`config.mk`:
```
export PLATFORM = sky130hd
export DESIGN_NAME = mangling_rule_tokenizer_unit
export DESIGN_NICKNAME = d
export VERILOG_FILES = /design/src/rtl/mrt_pkg.sv /design/src/rtl/mrt_parser.sv /design/src/rtl/mrt_result_fifo.sv /design/src/rtl/mangling_rule_tokenizer_unit.sv
export SDC_FILE = /design/constraint.sdc
export NUM_CORES = 1
export LEC_CHECK = 0
export ABC_AREA = 1
export BUFFER_PORTS_ARGS = -buffer_cell sky130_fd_sc_hd__buf_2
export CAP_MARGIN = 25
export CORE_MARGIN = 3
export CORE_UTILIZATION = 38
export DETAILED_ROUTE_END_ITERATION = 8
export PLACE_DENSITY_LB_ADDON = 0.12
export SLEW_MARGIN = 0
export SYNTH_ARGS = -nofsm -noshare
export SYNTH_HDL_FRONTEND = slang
export SYNTH_SLANG_ARGS = --single-unit
export TNS_END_PERCENT = 100
```
`constraint.sdc`:
```
create_clock -name i_clk -period 6.4 [get_ports i_clk]
set_clock_uncertainty 0.1 [all_clocks]
set_input_delay 1.6 -clock i_clk [delete_from_list [all_inputs] [get_ports i_clk]]
set_output_delay 1.6 -clock i_clk [all_outputs]
set_load 0.02 [all_outputs]
```
`src/rtl/mrt_pkg.sv`:
```
package mrt_pkg;

    // Op kinds by the argument bytes they take.
    localparam logic [2:0] KIND_NONE    = 3'd0;
    localparam logic [2:0] KIND_PLAIN   = 3'd1;
    localparam logic [2:0] KIND_RAW1    = 3'd2;
    localparam logic [2:0] KIND_POS1    = 3'd3;
    localparam logic [2:0] KIND_POS_RAW = 3'd4;
    localparam logic [2:0] KIND_RAW_RAW = 3'd5;
    localparam logic [2:0] KIND_POS_POS = 3'd6;

    // Parser phases.
    localparam logic [1:0] PH_OP      = 2'd0;
    localparam logic [1:0] PH_ARG1    = 2'd1;
    localparam logic [1:0] PH_ARG2    = 2'd2;
    localparam logic [1:0] PH_COMMENT = 2'd3;

    // Special characters and the position base for letters.
    localparam logic [7:0] CH_HASH        = 8'h23;
    localparam logic [7:0] CH_SPACE       = 8'h20;
    localparam logic [7:0] CH_QUOTE       = 8'h27;
    localparam logic [7:0] POS_ALPHA_BASE = 8'd10;

    // Configuration register indexes and reset values.
    localparam logic CFG_DROP_EMPTY = 1'b0;
    localparam logic CFG_TRUNC_CODE = 1'b1;
    localparam logic       DROP_EMPTY_RESET = 1'b1;
    localparam logic [7:0] TRUNC_CODE_RESET = 8'd39;

    // One result beat.
    typedef struct packed {
        logic       rule_end;
        logic [7:0] arg_second;
        logic [7:0] arg_first;
        logic [7:0] op_code;
    } t_result;

    // Results of one input beat, handed from parser to result queue.
    typedef struct packed {
        logic [1:0] count;
        t_result    second;
        t_result    first;
    } t_push;

    function automatic logic [2:0] classify(input logic [7:0] c);
        logic [2:0] kind;
        unique case (c) inside
            ":", "l", "u", "c", "C", "t", "r", "d", "f", "{", "}", "k", "K", "M",
            "4", "6":
                kind = KIND_PLAIN;
            "$", "^", "@", "!", "/":
                kind = KIND_RAW1;
            "D", "T", "+", "-", "p", "<", ">", CH_QUOTE:
                kind = KIND_POS1;
            "i", "o":
                kind = KIND_POS_RAW;
            "s":
                kind = KIND_RAW_RAW;
            "x", "O":
                kind = KIND_POS_POS;
            default:
                kind = KIND_NONE;
        endcase
        return kind;
    endfunction

    // Digits give 0..9, letters of either case give 10..35, anything else 0.
    function automatic logic [7:0] decode_pos(input logic [7:0] c);
        logic [7:0] v;
        if (c >= "0" && c <= "9") begin
            v = c - "0";
        end else if (c >= "A" && c <= "Z") begin
            v = c - "A" + POS_ALPHA_BASE;
        end else if (c >= "a" && c <= "z") begin
            v = c - "a" + POS_ALPHA_BASE;
        end else begin
            v = 8'd0;
        end
        return v;
    endfunction

endpackage

```
`src/rtl/mrt_parser.sv`:
```
module mrt_parser (
    input  logic              i_clk,
    input  logic              i_rst_n,
    input  logic              i_beat,
    input  logic [7:0]        i_byte,
    input  logic              i_last,
    input  logic              i_drop_empty,
    input  logic [7:0]        i_trunc_code,
    output mrt_pkg::t_push    o_push
);

    logic [1:0] r_phase, n_phase;
    logic [7:0] r_held_op, n_held_op;
    logic [7:0] r_held_arg, n_held_arg;
    logic [7:0] r_held_raw, n_held_raw;
    logic       r_any, n_any;

    logic       take;
    logic       op_v;
    logic [7:0] op_chr;
    logic [7:0] a1;
    logic [7:0] a2;
    logic       term_v;
    logic [2:0] kind_held;
    logic [2:0] kind_byte;
    mrt_pkg::t_result op_res;
    mrt_pkg::t_result term_res;

    assign kind_held = mrt_pkg::classify(r_held_op);
    assign kind_byte = mrt_pkg::classify(i_byte);

    // Phase update and op emission for one byte.
    always_comb begin
        n_phase    = r_phase;
        n_held_op  = r_held_op;
        n_held_arg = r_held_arg;
        n_held_raw = r_held_raw;
        take       = 1'b0;
        op_v       = 1'b0;
        op_chr     = r_held_op;
        a1         = 8'd0;
        a2         = 8'd0;

        unique case (r_phase)
            mrt_pkg::PH_OP: begin
                take = 1'b1;
            end
            mrt_pkg::PH_ARG1: begin
                n_phase = mrt_pkg::PH_OP;
                if (kind_held == mrt_pkg::KIND_RAW1) begin
                    op_v = 1'b1;
                    a1   = i_byte;
                end else if (kind_held == mrt_pkg::KIND_POS1) begin
                    op_v = 1'b1;
                    a1   = mrt_pkg::decode_pos(i_byte);
                end else if (kind_held >= mrt_pkg::KIND_POS_RAW) begin
                    if (i_last) begin
                        // Second byte missing: reparse this byte as an op.
                        take = 1'b1;
                    end else begin
                        n_held_raw = i_byte;
                        n_held_arg = mrt_pkg::decode_pos(i_byte);
                        n_phase    = mrt_pkg::PH_ARG2;
                    end
                end
            end
            mrt_pkg::PH_ARG2: begin
                n_phase = mrt_pkg::PH_OP;
                if (kind_held >= mrt_pkg::KIND_POS_RAW) begin
                    op_v = 1'b1;
                    a1   = (kind_held == mrt_pkg::KIND_RAW_RAW) ? r_held_raw : r_held_arg;
                    a2   = (kind_held == mrt_pkg::KIND_POS_POS) ?
                           mrt_pkg::decode_pos(i_byte) : i_byte;
                end
            end
            default: begin
            end
        endcase

        // The byte stands in op position.
        if (take) begin
            if (i_byte == mrt_pkg::CH_HASH) begin
                n_phase = mrt_pkg::PH_COMMENT;
            end else if (i_byte == mrt_pkg::CH_SPACE) begin
                n_phase = mrt_pkg::PH_OP;
            end else if (kind_byte == mrt_pkg::KIND_PLAIN) begin
                op_v   = 1'b1;
                op_chr = i_byte;
            end else if (kind_byte != mrt_pkg::KIND_NONE && !i_last) begin
                n_held_op = i_byte;
                n_phase   = mrt_pkg::PH_ARG1;
            end
        end

        n_any  = r_any | op_v;
        term_v = i_last & (n_any | ~i_drop_empty);

        // Every line starts fresh.
        if (i_last) begin
            n_phase    = mrt_pkg::PH_OP;
            n_held_op  = 8'd0;
            n_held_arg = 8'd0;
            n_held_raw = 8'd0;
            n_any      = 1'b0;
        end
    end

    // Result beats of this byte, op first and terminator after it.
    always_comb begin
        op_res.op_code    = (op_chr == mrt_pkg::CH_QUOTE) ? i_trunc_code : op_chr;
        op_res.arg_first  = a1;
        op_res.arg_second = a2;
        op_res.rule_end   = 1'b0;
        term_res          = '0;
        term_res.rule_end = 1'b1;

        o_push.first  = op_v ? op_res : term_res;
        o_push.second = term_res;
        o_push.count  = i_beat ? ({1'b0, op_v} + {1'b0, term_v}) : 2'd0;
    end

    always_ff @(posedge i_clk) begin
        if (!i_rst_n) begin
            r_phase    <= mrt_pkg::PH_OP;
            r_held_op  <= 8'd0;
            r_held_arg <= 8'd0;
            r_held_raw <= 8'd0;
            r_any      <= 1'b0;
        end else if (i_beat) begin
            r_phase    <= n_phase;
            r_held_op  <= n_held_op;
            r_held_arg <= n_held_arg;
            r_held_raw <= n_held_raw;
            r_any      <= n_any;
        end
    end

endmodule

```
`src/rtl/mrt_result_fifo.sv`:
```
module mrt_result_fifo (
    input  logic              i_clk,
    input  logic              i_rst_n,
    input  mrt_pkg::t_push    i_push,
    input  logic              i_pop,
    output logic              o_room,
    output logic              o_valid,
    output mrt_pkg::t_result  o_head
);

    mrt_pkg::t_result r_mem [4];
    logic [1:0] r_wr_ptr, r_rd_ptr;
    logic [2:0] r_count;
    logic       do_pop;
    logic [1:0] wr_next;

    assign o_valid = (r_count != 3'd0);
    assign o_head  = r_mem[r_rd_ptr];
    // Room for the two beats a single byte can produce.
    assign o_room  = (r_count <= 3'd2);
    assign do_pop  = i_pop & o_valid;
    assign wr_next = r_wr_ptr + 2'd1;

    // Entry storage, up to two writes per cycle.
    always_ff @(posedge i_clk) begin
        if (i_push.count != 2'd0) begin
            r_mem[r_wr_ptr] <= i_push.first;
        end
        if (i_push.count == 2'd2) begin
            r_mem[wr_next] <= i_push.second;
        end
    end

    // Pointers and fill count.
    always_ff @(posedge i_clk) begin
        if (!i_rst_n) begin
            r_wr_ptr <= 2'd0;
            r_rd_ptr <= 2'd0;
            r_count  <= 3'd0;
        end else begin
            r_wr_ptr <= r_wr_ptr + i_push.count;
            r_rd_ptr <= r_rd_ptr + {1'b0, do_pop};
            r_count  <= r_count + {1'b0, i_push.count} - {2'b00, do_pop};
        end
    end

endmodule

```
`src/rtl/mangling_rule_tokenizer_unit.sv`:
```
// Mangling rule tokenizer: takes rule text one byte per beat, with tlast on the
// last byte of each line, and returns one beat per parsed op (op code with its
// two decoded arguments) plus a terminator beat with tlast set at each line end.
// Lines without ops get no terminator while drop_empty_rules is set. Each input
// beat is parsed combinationally, so bytes are taken every cycle unless stalled. A byte
// that completes an op at line end yields two output beats, and the four-entry result
// queue stalls input only while it holds three or more beats; output drains at one
// beat per cycle while m_axis_tready is high. Configuration writes are taken at any
// time through the write port and should be made while the stream is idle.
module mangling_rule_tokenizer_unit (
    input  logic        i_clk,
    input  logic        i_rst_n,
    // Input stream.
    input  logic        s_axis_tvalid,
    output logic        s_axis_tready,
    input  logic [7:0]  s_axis_tdata,   // [7:0] text_byte
    input  logic        s_axis_tlast,   // line_last
    // Result stream.
    output logic        m_axis_tvalid,
    input  logic        m_axis_tready,
    output logic [23:0] m_axis_tdata,   // [7:0] op_code, [15:8] arg_first, [23:16] arg_second
    output logic        m_axis_tlast,   // rule_end
    // Configuration writes.
    input  logic        i_cfg_we,
    input  logic        i_cfg_index,
    input  logic [7:0]  i_cfg_wdata
);

    logic             r_drop_empty;
    logic [7:0]       r_trunc_code;
    logic             in_beat;
    logic             room;
    mrt_pkg::t_push   push;
    mrt_pkg::t_result head;

    // Configuration registers.
    always_ff @(posedge i_clk) begin
        if (!i_rst_n) begin
            r_drop_empty <= mrt_pkg::DROP_EMPTY_RESET;
            r_trunc_code <= mrt_pkg::TRUNC_CODE_RESET;
        end else if (i_cfg_we) begin
            unique case (i_cfg_index)
                mrt_pkg::CFG_DROP_EMPTY: r_drop_empty <= i_cfg_wdata[0];
                mrt_pkg::CFG_TRUNC_CODE: r_trunc_code <= i_cfg_wdata;
                default: begin
                end
            endcase
        end
    end

    assign s_axis_tready = room;
    assign in_beat       = s_axis_tvalid & room;

    mrt_parser u_parser (
        .i_clk        (i_clk),
        .i_rst_n      (i_rst_n),
        .i_beat       (in_beat),
        .i_byte       (s_axis_tdata),
        .i_last       (s_axis_tlast),
        .i_drop_empty (r_drop_empty),
        .i_trunc_code (r_trunc_code),
        .o_push       (push)
    );

    mrt_result_fifo u_fifo (
        .i_clk   (i_clk),
        .i_rst_n (i_rst_n),
        .i_push  (push),
        .i_pop   (m_axis_tready),
        .o_room  (room),
        .o_valid (m_axis_tvalid),
        .o_head  (head)
    );

    assign m_axis_tdata = {head.arg_second, head.arg_first, head.op_code};
    assign m_axis_tlast = head.rule_end;

endmodule
```
==> impl_summary.md, run 1 <==
Floorplanning
The die outline area is ~22,000 µm². Measured along the x axis, the die boundary spans ~150 µm. The total number of placement rows is 51. The number of I/O pins is 50. For this configuration, the core starts out at a cell density of 39.15%. The standard cell core area is between 15,000 and 20,000 µm². The chip height is about 150 µm.

STA
The number of hold-slack violations in the final timing report is 0. The slew of the pin with the lowest slew margin is 0.8897 ns. The upper clock frequency limit is ~190 MHz. The max-slew violation count is 0. Setup violations remaining at the end of the flow were counted as 0. Setup total negative slack on the finished layout was measured at 0 ns. The headroom to the max-slew limit is 40.62%. The worst hold slack across all endpoints is about 0.36 ns. The final worst slack is 1.214 ns. The share of the clock period used by the worst path after layout is about four fifths.

Setup repair after global routing left no endpoint under its margin. The worst path in the final design needs a cycle of between 5 and 6 ns, including I/O delays and setup.

Yosys
The mux cell area share after synthesis is 0%. The cell area after technology mapping is between 7000 and 8000 µm². For this run, the register share of the synthesized area comes to approximately 37%.

For this run, the number of Yosys warnings is 0. The library cell with the highest instance count after synthesis is sky130_fd_sc_hd__nand2_1. By count the netlist is led by sky130_fd_sc_hd__nand2_1, sky130_fd_sc_hd__o21ai_0, sky130_fd_sc_hd__a21oi_1, sky130_fd_sc_hd__dfxtp_1, sky130_fd_sc_hd__nor2_1. The share of synthesized area in the top cell type comes to between 30% and 40%. In the post-synthesis netlist, the biggest area contributors are sky130_fd_sc_hd__dfxtp_1, sky130_fd_sc_hd__o21ai_0, sky130_fd_sc_hd__nand2_1. After Yosys synthesis, full adders, half adders and majority gates account for 3.339% of the synthesized area.

The dominant combinational cell family by area after synthesis is compound AO/OA/AOI/OAI gates. Counting flops with an async set or reset pin after synthesis yields a share of 0%. The number of enable flip-flop cells after synthesis is 0. The post-synthesis net count is ~1,200. The top cell type by total area after synthesis is sky130_fd_sc_hd__dfxtp_1. After synthesis the netlist holds a flip-flop and latch count of around 140. The average cell area after synthesis is a little under 7 µm².

After synthesis, the netlist uses 40 different library cells. After Yosys synthesis, and, or, nand and nor cells account for 23.21% of the synthesized area. The synthesized netlist devotes a little over a quarter of its cell area to compound gates.

For this run, the leading register cell type out of synthesis is sky130_fd_sc_hd__dfxtp_1. The xor/xnor share of the synthesized area is less than 1%. The gate count of the mapped netlist is 1,125.

Worst setup path
Along the worst path, the maximum fanout reaches 20. The element type at the critical path start is a primary input. The worst setup path is captured at a flip-flop. For the worst setup path, the data required time is roughly 6.6 ns.

The arrival time reported for the critical path endpoint is 5.40 ns. The reg2reg setup slack is between 1.5 and 2 ns. The critical path is of the primary input to flip-flop type.

CTS
Hold repair after CTS inserted 0 buffers. The root buffer cell is sky130_fd_sc_hd__clkbuf_16. TritonCTS built the clock tree. The quantity of gates resized following cts is 0. The clock passes through at most 2 buffers.

The number of setup buffers added after CTS is 0. After clock tree synthesis, the clock-pin slew on the worst setup and hold paths is around 0.060 ns. The clock latency on the worst-skew pair is roughly 0.42 ns. The number of buffers created by CTS is 17. The clock tree synthesis step divided the H-tree into 4 levels. The tree built by TritonCTS fans out to between 100 and 150 sinks.

Run
The number of max-capacitance violations reported is 0.

Cells and area
The utilization after layout is 44.03%. The filler cell count in the final layout is slightly above 2,000. The number of standard cells in the layout, taps in and fillers out is about 1,400.

The area growth from synthesis to final layout is 12.46%. The net count of the finished layout is between 1,000 and 1,500. The repair_antennas step left the layout with diodes totalling 0. Summing all non-filler instances in the final layout gives an area of a little under 9000 µm². The fraction of layout cells with a size suffix above 1 is a little under an eighth.

Power and ir drop
The total power is 3.228 mW. The largest voltage drop on the vdd net is 0.2093 mV. In this run the power density over the cells is about 370 nW/µm².

The leakage component of the power is 3.739 nW.

Place
Prior to clock tree synthesis, the placed netlist has a worst setup slack of 0.8346 ns. In this run, placement finished with an instance count of roughly 1,400. The number of buffers inserted by port buffering is 49.

The instance area after placement is ~8100 µm². The final weighted congestion in routability-driven placement is between 0.8 and 0.9. The wire-length estimate of the detail-placed layout is roughly 16 mm.

GRT
Global routing finished with a remaining overflow of 0. The number of antenna violations at the first check in global routing is 0. The via count of the first global-routing pass is approximately 7,000.

Entering global routing, the biggest net connects 52 pins. The first-pass GRT wire length is about 38 mm. The global-route usage over all layers is 21.74%.

Detailed routing
The residual DRC count is 0. The number of DRC markers after the initial detailed-route iteration is 674. The detail route stage leaves a number of antenna-violating nets equal to 0. Across all layers, the routed design uses 7,632 vias.

The routed via count divided by cell count is ~5.4. The total wire length after detailed routing is 24.12 mm. The detailed-route wire length per cell is 17.04 µm.

The detailed-routing iteration count for the pre-antenna-repair pass is 5.

Outcome
The run finished with clean final reports.

Hold path
The min-delay analysis places its worst path in the category flip-flop to flip-flop.
==> power breakdown <==
| part | leakage [nW] | switching, mW | total (mW) | internal (mW) |
|---|---|---|---|---|
| combinational | 2.29 | 0.721 | 1.08 | 0.359 |
| clock | 0.275 | 0.398 | 0.980 | 0.582 |
| sequential | 1.17 | 0.0896 | 1.17 | 1.08 |
| total | 3.74 | 1.21 | 3.23 | 2.02 |
==> path summary, 6_finish.rpt <==
kind	startpoint	cells past startpoint	end
worst min-delay path	u_parser.r_held_arg[4]$_SDFFE_PN0P_	2	u_parser.r_held_arg[4]$_SDFFE_PN0P_
worst max-delay path	s_axis_tdata[5]	23	u_fifo.r_count[2]$_SDFF_PN0_
worst max register to register	u_parser.r_held_op[0]$_SDFFE_PN0P_	22	u_fifo.r_count[2]$_SDFF_PN0_
worst min register to register	u_parser.r_held_arg[4]$_SDFFE_PN0P_	2	u_parser.r_held_arg[4]$_SDFFE_PN0P_
==> per-layer routing <==
layer / vias up / global-route usage (%) / part of all wire [%]
met2: 237 / 35.01 / 45
met1: 3510 / 30.13 / 47
met3: 27 / 3.534 / 6.2
li1: 3858 / - / -
met4: 0 / 6.374 / 1.5
met5: - / 0 / 0
==> worst max-delay path: stages <==
cell                       delay, ns
sky130_fd_sc_hd__buf_2          0.20
sky130_fd_sc_hd__clkinv_1       0.26
sky130_fd_sc_hd__ha_1           0.29
sky130_fd_sc_hd__nand3_2        0.10
sky130_fd_sc_hd__inv_1          0.06
sky130_fd_sc_hd__nand2_1        0.06
sky130_fd_sc_hd__nand3_1        0.08
sky130_fd_sc_hd__nor2_2         0.16
sky130_fd_sc_hd__nand3_2        0.10
sky130_fd_sc_hd__nor2_4         0.20
sky130_fd_sc_hd__nand3_2        0.25
sky130_fd_sc_hd__nand2_1        0.16
sky130_fd_sc_hd__buf_4          0.27
sky130_fd_sc_hd__ha_1           0.20
sky130_fd_sc_hd__inv_1          0.04
sky130_fd_sc_hd__nor2_1         0.19
sky130_fd_sc_hd__inv_1          0.07
sky130_fd_sc_hd__ha_1           0.27
sky130_fd_sc_hd__inv_1          0.04
sky130_fd_sc_hd__ha_1           0.18
sky130_fd_sc_hd__fa_1           0.38
sky130_fd_sc_hd__o21ai_0        0.16
sky130_fd_sc_hd__a21oi_1        0.06
==> area by class of cell <==
| class | count | area [µm²] | share of cell area, % |
|---|---|---|---|
| multi-input combinational | 824 | 4219 | 48.59 |
| clock buffer | 18 | 439.2 | 5.058 |
| clock inverter | 13 | 140.1 | 1.614 |
| inverter | 91 | 346.6 | 3.992 |
| sequential | 143 | 2863 | 32.97 |
| timing repair buffer | 62 | 342.8 | 3.949 |
| tap | 265 | 331.6 | 3.819 |
==> cell families (layout without fill, tap and decap cells) <==
kind of cell,count (synthesis),in the layout
AND/OR/NAND/NOR,408,408
AO/OA/AOI/OAI,388,388
buffers and inverters,158,184
flip-flops,143,143
adder cells (fa/ha/maj),20,20
XOR/XNOR,8,8
==> state kept, by name, summed over array words and instances, names as in the netlist <==
| register | cells |
|---|---|
| u_fifo.r_count | 3 |
| u_fifo.r_mem | 100 |
| u_parser.r_phase | 2 |
| u_fifo.r_rd_ptr | 2 |
| r_drop_empty | 1 |
| u_parser.r_held_arg | 8 |
| u_parser.r_held_op | 8 |
| u_fifo.r_wr_ptr | 2 |
| u_parser.r_any | 1 |
| u_parser.r_held_raw | 8 |
| r_trunc_code | 8 |
==> layout by cell type, fill, tap and decap left out, types with 3 or more instances in the layout <==
cell	Yosys	routed
sky130_fd_sc_hd__buf_4	3	13
sky130_fd_sc_hd__inv_1	82	82
sky130_fd_sc_hd__nand3_1	49	49
sky130_fd_sc_hd__o2111ai_1	4	4
sky130_fd_sc_hd__nor3_1	16	12
sky130_fd_sc_hd__nand2_2	6	6
sky130_fd_sc_hd__nand3_2	12	12
sky130_fd_sc_hd__nor2_2	6	6
sky130_fd_sc_hd__o211ai_1	19	19
sky130_fd_sc_hd__clkinv_1	3	3
sky130_fd_sc_hd__clkinv_2	0	3
sky130_fd_sc_hd__ha_1	19	19
sky130_fd_sc_hd__nand2_1	191	191
sky130_fd_sc_hd__o22ai_1	25	25
sky130_fd_sc_hd__clkinvlp_4	0	4
sky130_fd_sc_hd__dfxtp_1	143	143
sky130_fd_sc_hd__or2_2	3	3
sky130_fd_sc_hd__buf_2	3	49
sky130_fd_sc_hd__o21bai_2	4	4
sky130_fd_sc_hd__o21ai_0	183	183
sky130_fd_sc_hd__nor2_1	107	107
sky130_fd_sc_hd__inv_2	4	4
sky130_fd_sc_hd__nand4_1	14	14
sky130_fd_sc_hd__a21oi_1	143	143
sky130_fd_sc_hd__xor2_1	7	7
sky130_fd_sc_hd__clkbuf_16	0	17
sky130_fd_sc_hd__nor3_2	0	4
Note: power is estimated with default switching activity, not from simulation.
==> run 2: changes to the inputs <==
- clock period: 6.4 -> 5.05 ns (I/O delays scaled with it)
==> impl_summary.md, run 2 (same netlist as run 1, synthesis figures left out) <==
Floorplanning
The die outline area is around 22,000 µm². The floorplan has about 50 rows. The starting density of the core is between 30% and 40%. Pin placement for this block handled 50 I/O pins. The overall die width is around 150 µm. The core region is ~20,000 µm². The die is 148.5 µm tall.

CTS
After clock tree synthesis, the clock-pin slew on the worst setup and hold paths is roughly 0.060 ns. TritonCTS built the clock tree. The longest clock path from root to sink contains 2 buffers. The quantity of gates resized following cts is 0. The number of levels in the clock H-tree is 4. The number of buffers created by CTS is 17. The root buffer cell chosen for the clock tree is sky130_fd_sc_hd__clkbuf_16.

Clock tree synthesis found a total of between 100 and 150 sinks. The number of hold buffers added after CTS was 0. Once the clock tree was built, the setup fixing pass inserted 0 buffers. The clock latency on the worst-skew pair is 0.42 ns.

Hold path
The path with the worst hold slack has its endpoint at u_parser.r_held_arg[5]$_SDFFE_PN0P_. Counting instances, the worst hold path has a depth of 2. The start point of the worst hold path is u_parser.r_held_arg[5]$_SDFFE_PN0P_. The path type of the worst min-delay path is flip-flop to flip-flop.

Cells and area
The top cell types in the final layout, fill and taps aside, are sky130_fd_sc_hd__nand2_1, sky130_fd_sc_hd__o21ai_0, sky130_fd_sc_hd__a21oi_1, sky130_fd_sc_hd__dfxtp_1, sky130_fd_sc_hd__nor2_1. The number of antenna diodes in the final layout is 0. At the end of the flow, the number of nets in the layout was between 1,000 and 1,500. Fill cells in the final layout number 2,090. The register with the most flip-flops in the final layout is u_fifo.r_mem. The fraction of layout cells with a size suffix above 1 is 12.66%. Compared with the post-synthesis result, the final layout area differs by 14.13%. The library cell used most frequently in the layout, excluding fill and tap cells, is sky130_fd_sc_hd__nand2_1. The flip-flop count of the largest register, all copies and words added is 100.

GRT
The first global-routing pass estimated between 30 and 40 mm of wire. The number of antenna violations at the first check in global routing came to 0. For this run, the total global-route usage over all layers was measured as between 20 and 25%. The via count of the first global-routing pass is roughly 7,000. After global routing the overflow that remains totals 0. The pin count of the biggest net entering global routing is 52.

Detailed routing
The residual DRC count is 0. The total wire length after detailed routing is 24.32 mm. After detailed routing, the average wire length per cell comes to about 17 µm. The detailed-routing iteration count for the pre-antenna-repair pass is 6. The routed layout has a little under 8,000 vias.

Using the TritonRoute via totals, the vias-per-cell ratio works out to 5.389. The count of nets left with antenna violations once routing finished came out at 0. The number of DRC markers after the initial detailed-route iteration is around 620.

Place
At the end of routability-driven placement, the weighted congestion stood at around 0.93. The number of buffers inserted by port buffering is 49. The sum of net half-perimeters after detailed placement is between 15 and 20 mm.

STA
The time the worst path needs with I/O delays and setup is ~4.5 ns. Setup violations remaining at the end of the flow were counted as 0. Setup repair after global routing left no endpoint under its margin. Headroom to the max-slew limit came out at a little under two fifths. The slew of the pin with the lowest slew margin is 0.9295 ns. The max-slew violation count is 0. The share of the clock period used by the worst path after layout is around nine tenths. The upper clock frequency limit is about 220 MHz.

Summed over all failing endpoints, the final setup total negative slack is 0 ns. The number of hold-slack violations in the final timing report came to 0.

Worst setup path
The setup path with the least slack is of type primary input to flip-flop. Of all nets on the critical path, the largest fanout is 20. In this design, the stage delay of the slowest critical-path cell is around 0.37 ns. The critical path endpoint category is a flip-flop. The arrival time reported for the critical path endpoint is 4.72 ns.

The reg2reg setup slack is ~0.76 ns. Traced cell by cell, the critical path runs through buf_2, clkinv_1, ha_1, nand3_2, inv_1, nand2_1, nand3_1, nor2_2, nand3_2, nor2_4, nand3_2, nand2_1, buf_4, ha_1, inv_1, nor2_1, inv_1, ha_1, inv_1, ha_1, fa_1, o21ai_0, a21oi_1. The critical-path cell with the highest stage delay is sky130_fd_sc_hd__fa_1. The source of the worst register-to-register timing path is u_parser.r_held_op[7]$_SDFFE_PN0P_.

The required time at the worst-slack endpoint is roughly 5.3 ns. The worst setup path is launched from a primary input. The endpoint identified for the worst register-to-register timing path is u_fifo.r_count[2]$_SDFF_PN0_. The number of cells on the worst reg-to-reg path is 22.

Power and ir drop
In this run, the combinational gates consume about a third of the power. The design draws roughly 4 mW. Summed over all cells, the static leakage comes to around 3.8 nW. VDD sags by at most roughly 0.24 mV.

Per report_power, the clock group accounts for 30.6% of the total. In this run switching power makes up between 30% and 40% of total power. Sequential cells burn between 30% and 40% of the power. The switching component of the power is 1.584 mW. The internal power component is between 2 and 3 mW. The power per cell area is about 470 nW/µm².

Outcome
The run finished with clean final reports.

Run
The number of max-capacitance violations reported is 0.
-- run 2: how the worst max path moves through the flow --
| stage | start | to | slack, ns | cells past startpoint |
|---|---|---|---|---|
| CTS | s_axis_tdata[5] | u_fifo.r_count[2]$_SDFF_PN0_ | 0.59 | 23 |
| detailed placement | s_axis_tdata[5] | u_fifo.r_count[2]$_SDFF_PN0_ | 0.15 | 23 |
| global placement | s_axis_tdata[5] | u_fifo.r_count[2]$_SDFF_PN0_ | 0.22 | 23 |
| floorplan | s_axis_tdata[4] | u_fifo.r_count[2]$_SDFF_PN0_ | 0.36 | 25 |
| finish | s_axis_tdata[5] | u_fifo.r_count[2]$_SDFF_PN0_ | 0.54 | 23 |
| global route | s_axis_tdata[5] | u_fifo.r_count[2]$_SDFF_PN0_ | 0.27 | 23 |
-- run 2: cell type report --
class	instances	area [µm²]	area share, %
clock buffers	17	425.4	4.828
clock inverters	15	165.2	1.874
inverters	91	346.6	3.934
multi-input cells	824	4219	47.88
flip-flops and latches	143	2863	32.49
well taps	265	331.6	3.763
repair buffers	71	460.4	5.226
-- run 2: through the flow --
stage / setup slack (ns) / hold slack, ns / utilization (%) / cell area (µm²) / instances
after floorplan: 0.3605 / 0.3300 / - / 7720 / 1125
after global placement: 0.2153 / 0.3501 / 41.69 / 8220 / 1394
after detailed placement: 0.1454 / 0.3529 / 41.69 / 8220 / 1394
after CTS: 0.5872 / 0.3628 / 44.69 / 8811 / 1426
final: 0.5436 / 0.3642 / 44.69 / 8811 / 1426
after global routing: 0.2682 / 0.3816 / 44.69 / 8811 / 1426
-- run 2: power groups by stage --
stage | sequential [mW] | combinational (mW) | clock, mW
after detailed placement | 1.50 | 1.38 | 0
after floorplan | 1.47 | 0.980 | 0
after global placement | 1.50 | 1.38 | 0
after CTS | 1.48 | 1.39 | 1.29
final | 1.48 | 1.38 | 1.26
after global routing | 1.51 | 1.53 | 1.34
-- run 2: critical path, delay by kind of cell --
kind	cells	cell delay, ns
AOI/OAI and AO/OA	2	0.21
adders and majority gates	5	1.28
buffers and inverters	7	0.87
and+or+nand+nor	9	1.08
-- run 2: metal layers --
metal / part of all wire (%) / up-vias / global-route usage (%)
met4: 0.74 / 0 / 5.312
met2: 46 / 204 / 35.60
met3: 5.2 / 14 / 4.022
met5: 0 / - / 0
li1: - / 3865 / -
met1: 48 / 3602 / 31.01
